### config.mk
export PLATFORM = sky130hd
export DESIGN_NAME = rhb_ctrl
export DESIGN_NICKNAME = d
export VERILOG_FILES = /design/src/design/rhb_pkg.sv /design/src/design/rhb_ctrl.sv
export SDC_FILE = /design/constraint.sdc
export NUM_CORES = 1
export LEC_CHECK = 0
export ABC_AREA = 1
export BUFFER_PORTS_ARGS = -buffer_cell sky130_fd_sc_hd__buf_2
export CAP_MARGIN = 25
export CORE_AREA = 2 2 39 41
export CTS_CLUSTER_SIZE = 12
export DETAILED_ROUTE_END_ITERATION = 6
export DIE_AREA = 0 0 41 43
export SETUP_SLACK_MARGIN = 0.4
export SLEW_MARGIN = 20
export SYNTH_ARGS = -nofsm -noshare
export SYNTH_HDL_FRONTEND = slang
export SYNTH_SLANG_ARGS = --single-unit
### constraint.sdc
create_clock -name clk -period 2.35 [get_ports clk]
set_input_delay 0.47 -clock clk [delete_from_list [all_inputs] [get_ports clk]]
set_output_delay 0.47 -clock clk [all_outputs]
set_load 0.01 [all_outputs]
### src/design/rhb_pkg.sv
`default_nettype none
// ----------------------------------------------------------------------------
// rhb_pkg
// Shared types and constants of the rgb555 histogram binner: bin store
// geometry, item kinds and the controller to datapath command and status.
// ----------------------------------------------------------------------------
package rhb_pkg;

    localparam int BIN_AW    = 15;
    localparam int BIN_COUNT = 1 << BIN_AW;
    localparam int DATA_W    = 16;
    localparam int CHAN_W    = 16;
    localparam int CHAN_BITS = 5;

    localparam logic [BIN_AW-1:0] BLACK_BIN    = '0;
    localparam logic [BIN_AW-1:0] WHITE_BIN    = '1;
    localparam logic [DATA_W-1:0] DISTINCT_MAX = 16'd32768;

    typedef enum logic [1:0] {
        KIND_CLEAR  = 2'd0,
        KIND_ADD    = 2'd1,
        KIND_READ   = 2'd2,
        KIND_UNUSED = 2'd3
    } kind_t;

    typedef enum logic [2:0] {
        ADDR_ITEM,
        ADDR_BLACK,
        ADDR_WHITE,
        ADDR_READ
    } addr_sel_t;

    typedef struct packed {
        logic      capture;
        addr_sel_t addr_sel;
        logic      rd_en;
        logic      accum;
        logic      drop;
        logic      read_load;
        logic      clear_we;
        logic      count_clear;
        logic      out_load;
    } cmd_t;

    typedef struct packed {
        logic fin;
        logic clear_done;
    } status_t;

endpackage : rhb_pkg
`default_nettype wire

### src/design/rhb_ctrl.sv
`default_nettype none
// ----------------------------------------------------------------------------
// rhb_ctrl
// Sequencer: steps each item through its bin store reads and writes, runs
// the clear sweep and hands the result to the output register.
// ----------------------------------------------------------------------------
module rhb_ctrl
    import rhb_pkg::*;
(
    input  wire         clk,
    input  wire         rst_n,
    input  wire         in_valid,
    output logic        in_ready,
    input  wire  [1:0]  kind,
    output logic        out_valid,
    input  wire         out_ready,
    output cmd_t        cmd,
    input  status_t     st
);

    typedef enum logic [3:0] {
        S_IDLE,
        S_CLEAR,
        S_ADD_RD,
        S_ADD_WR,
        S_BLK_RD,
        S_BLK_WR,
        S_WHT_RD,
        S_WHT_WR,
        S_RD_RD,
        S_RD_DATA,
        S_DONE
    } state_t;

    state_t state_reg;
    state_t state_next;
    logic   out_valid_reg;
    logic   from_item_reg;
    logic   from_item_next;
    logic   out_free;

    assign in_ready  = (state_reg == S_IDLE);
    assign out_valid = out_valid_reg;
    assign out_free  = !out_valid_reg || out_ready;

    always_comb
    begin
        cmd            = '0;
        cmd.addr_sel   = ADDR_ITEM;
        state_next     = state_reg;
        from_item_next = from_item_reg;
        case (state_reg)
            S_IDLE:
            begin
                if (in_valid)
                begin
                    cmd.capture = 1'b1;
                    case (kind_t'(kind))
                        KIND_CLEAR:
                        begin
                            cmd.count_clear = 1'b1;
                            from_item_next  = 1'b1;
                            state_next      = S_CLEAR;
                        end
                        KIND_ADD:  state_next = S_ADD_RD;
                        KIND_READ: state_next = S_RD_RD;
                        default:   state_next = S_DONE;
                    endcase
                end
            end
            S_CLEAR:
            begin
                cmd.clear_we = 1'b1;
                if (st.clear_done)
                begin
                    state_next = from_item_reg ? S_DONE : S_IDLE;
                end
            end
            S_ADD_RD:
            begin
                cmd.rd_en  = 1'b1;
                state_next = S_ADD_WR;
            end
            S_ADD_WR:
            begin
                cmd.accum  = 1'b1;
                state_next = st.fin ? S_BLK_RD : S_DONE;
            end
            S_BLK_RD:
            begin
                cmd.addr_sel = ADDR_BLACK;
                cmd.rd_en    = 1'b1;
                state_next   = S_BLK_WR;
            end
            S_BLK_WR:
            begin
                cmd.addr_sel = ADDR_BLACK;
                cmd.drop     = 1'b1;
                state_next   = S_WHT_RD;
            end
            S_WHT_RD:
            begin
                cmd.addr_sel = ADDR_WHITE;
                cmd.rd_en    = 1'b1;
                state_next   = S_WHT_WR;
            end
            S_WHT_WR:
            begin
                cmd.addr_sel = ADDR_WHITE;
                cmd.drop     = 1'b1;
                state_next   = S_DONE;
            end
            S_RD_RD:
            begin
                cmd.addr_sel = ADDR_READ;
                cmd.rd_en    = 1'b1;
                state_next   = S_RD_DATA;
            end
            S_RD_DATA:
            begin
                cmd.read_load = 1'b1;
                state_next    = S_DONE;
            end
            S_DONE:
            begin
                // hold here while the previous result is still untaken
                if (out_free)
                begin
                    cmd.out_load = 1'b1;
                    state_next   = S_IDLE;
                end
            end
            default:   state_next = S_IDLE;
        endcase
    end

    always_ff @(posedge clk or negedge rst_n)
    begin
        if (!rst_n)
        begin
            state_reg     <= S_CLEAR;
            from_item_reg <= 1'b0;
            out_valid_reg <= 1'b0;
        end
        else
        begin
            state_reg     <= state_next;
            from_item_reg <= (state_reg == S_CLEAR && st.clear_done) ? 1'b0 : from_item_next;
            if (cmd.out_load)
            begin
                out_valid_reg <= 1'b1;
            end
            else if (out_ready)
            begin
                out_valid_reg <= 1'b0;
            end
        end
    end

endmodule : rhb_ctrl
`default_nettype wire

==> qor.txt <==
layout cells sized above 1 = 0.299
Min-Delay Path Class = in -> async
total congestion overflow = 0
Period Utilization, post-route = 0.790
Finished Core Util = 0.456
worst-case clock buffer depth = 2
# Max-Cap Violations = 0
CP cell instances = inv_1 -> nor2_1 -> nand2_1 -> inv_1 -> buf_2
CTS Buf Count = 3
Synth Net Count = 93
TritonCTS clock tree = yes
H-tree depth = 1
reg2reg setup slack = 1.01 ns
nature of the critical path endpoint = primary output
Non-Filler Instances = 123
Routability Congestion = 0.776
Synth Cell Area = 495 µm²
clk root buf = clkbuf_4
slowest CP cell = dfstp_2
Syn Inst Count = 85
Crit path arrival time = 1.39 ns
RR Endpoint = state_reg[1]
die span in x = 41 µm
Layout area overhead = 27.3%
RSZ-0062 raised after global routing = false
Clk pwr share = 0.124
Pint = 0.415 mW
sequential share of power = 0.258
final net count = 116
max-slew violations = 0
Most common cell on crit path = inv_1
router iterations before antenna repair = 4
R2R depth = 7
detailed-route via count = 548
Crit Path Max Fanout = 5
status = finished, final reports clean
Ys Warns = 0
Overall Global Routing Usage = 0.149
Antenna Diode Count = 0
RR Startpoint = state_reg[0]
Core Area = 1380 µm²
Comb pwr share = 0.618
DP Area = 603 µm²
Max stage delay on crit path = 0.55 ns
final hold viol count = 0
# rows = 14
Post-route DRC = 0
DP Wirelength = 924 µm
fill count = 169
Net Sw Frac = 0.514
area occupied by registers = 153 µm²
LEAKAGE = 0.421 nW
worst path required time = 1.88 ns
I/O Buffers = 19
area of the multi-input gates = 273 µm²
#FFs+latches synth = 6
clock-pin slew on the worst setup and hold paths = 0.06 ns
Worst path depth = 5
die footprint = 1760 µm²
max reg flops = 4
Post-Layout Inst Area = 631 µm²
Power, Total = 0.854 mW
initial antenna violation count = 0
Die Span Y = 43 µm
Post-DRT Antenna Nets = 0
final setup TNS = 0 ns
largest net degree at the start of global routing = 8
worst path bufs/invs = 3
number of global-route vias before repair = 441
Syn Area/Cell = 5.83 µm²
clk_skew = 0.0134 ns
routed len/inst = 8.85 µm
number of distinct library cells after synthesis = 16
CP delay by family, top = flip-flops
vias per inst = 4.46
clk_lat worst skew = 0.25 ns
sequential element share of the synthesized area = 0.306
Max VDD drop = 0.645 mV
I/O pin cnt = 21
Detailed Route Iter0 Violations = 4
startpoint class of the critical path = flop
Placed Cells = 119
clk sinks = 6
PD cells = 1350 nW/µm²
minimum clock period = 1.86 ns
Initial Util = 0.358
WL final = 1.09 mm
Peak Freq = 0.539 GHz
sw power = 0.439 mW
first-pass GRT wire length = 1.77 mm
Worst Setup Path Type = reg -> out
Setup-failing EPs final = 0
-- layer usage --
metal	up-vias	share of wire	global-route usage
li1	293	-	-
met1	243	0.46	0.201
met2	12	0.49	0.213
met5	-	0	0
met3	0	0.051	0.0628
met4	0	0	0.0400
-- timing repair --
action,in CTS,in global routing
hold endpoints to repair,0,0
hold buffers,0,0
buffers inserted,0,0
gates resized for setup,0,1
setup endpoints to repair,0,1
-- area by class of cell --
class | count | area share
repair buffers | 19 | 0.151
clock buffers | 4 | 0.0417
inverters | 17 | 0.101
well taps | 16 | 0.0317
flip-flops and latches | 6 | 0.242
multi-input cells | 61 | 0.433
-- through the flow --
stage | hold WS [ns] | worst slack [ns]
floorplan | 0.174 | 0.883
global placement | 0.301 | 0.694
detailed placement | 0.299 | 0.691
CTS | 0.0276 | 0.485
global route | 0.0290 | 0.405
finish | 0.0266 | 0.494
-- cells in the mapped netlist (all sizes together) --
| cell type | count | share of area |
|---|---|---|
| nor3 | 1 | 0.010 |
| buf | 1 | 0.015 |
| nand3 | 6 | 0.071 |
| dfrtp | 5 | 0.25 |
| inv | 17 | 0.13 |
| nor2 | 21 | 0.18 |
| or2 | 1 | 0.013 |
| o21ai | 6 | 0.061 |
| conb | 1 | 0.0076 |
| nand2 | 25 | 0.20 |
| dfstp | 1 | 0.053 |
-- placed cells by master (no fill, tap or decap), drive strengths merged --
cell type  instances
buf               19
clkbuf             4
conb               1
dfrtp              5
dfstp              1
inv               17
nand2             25
nand3              6
nor2              21
nor3               1
o21ai              6
or2                1
-- logic make-up after synthesis --
| family | Yosys count | synth area share |
|---|---|---|
| other | 1 | 0.00757 |
| AND/OR/NAND/NOR | 54 | 0.482 |
| buffers and inverters | 18 | 0.144 |
| flip-flops | 6 | 0.306 |
| AO/OA/AOI/OAI | 6 | 0.0606 |
-- power by group through the flow --
stage / sequential (mW) / combinational [mW] / clock, mW
finish: 0.221 / 0.527 / 0.106
floorplan: 0.210 / 0.384 / 0
CTS: 0.220 / 0.536 / 0.109
global placement: 0.220 / 0.532 / 0
global route: 0.226 / 0.603 / 0.117
detailed placement: 0.222 / 0.533 / 0
-- worst max-delay path by stage --
| stage | start | end | slack (ns) |
|---|---|---|---|
| finish | state_reg[0] | cmd[3] | 0.49 |
| global route | state_reg[0] | cmd[3] | 0.40 |
| CTS | state_reg[2] | cmd[7] | 0.48 |
| detailed placement | kind[1] | cmd[1] | 0.69 |
| global placement | kind[1] | cmd[1] | 0.69 |
| floorplan | state_reg[2] | cmd[7] | 0.88 |
(Power assumes the default switching activity.)
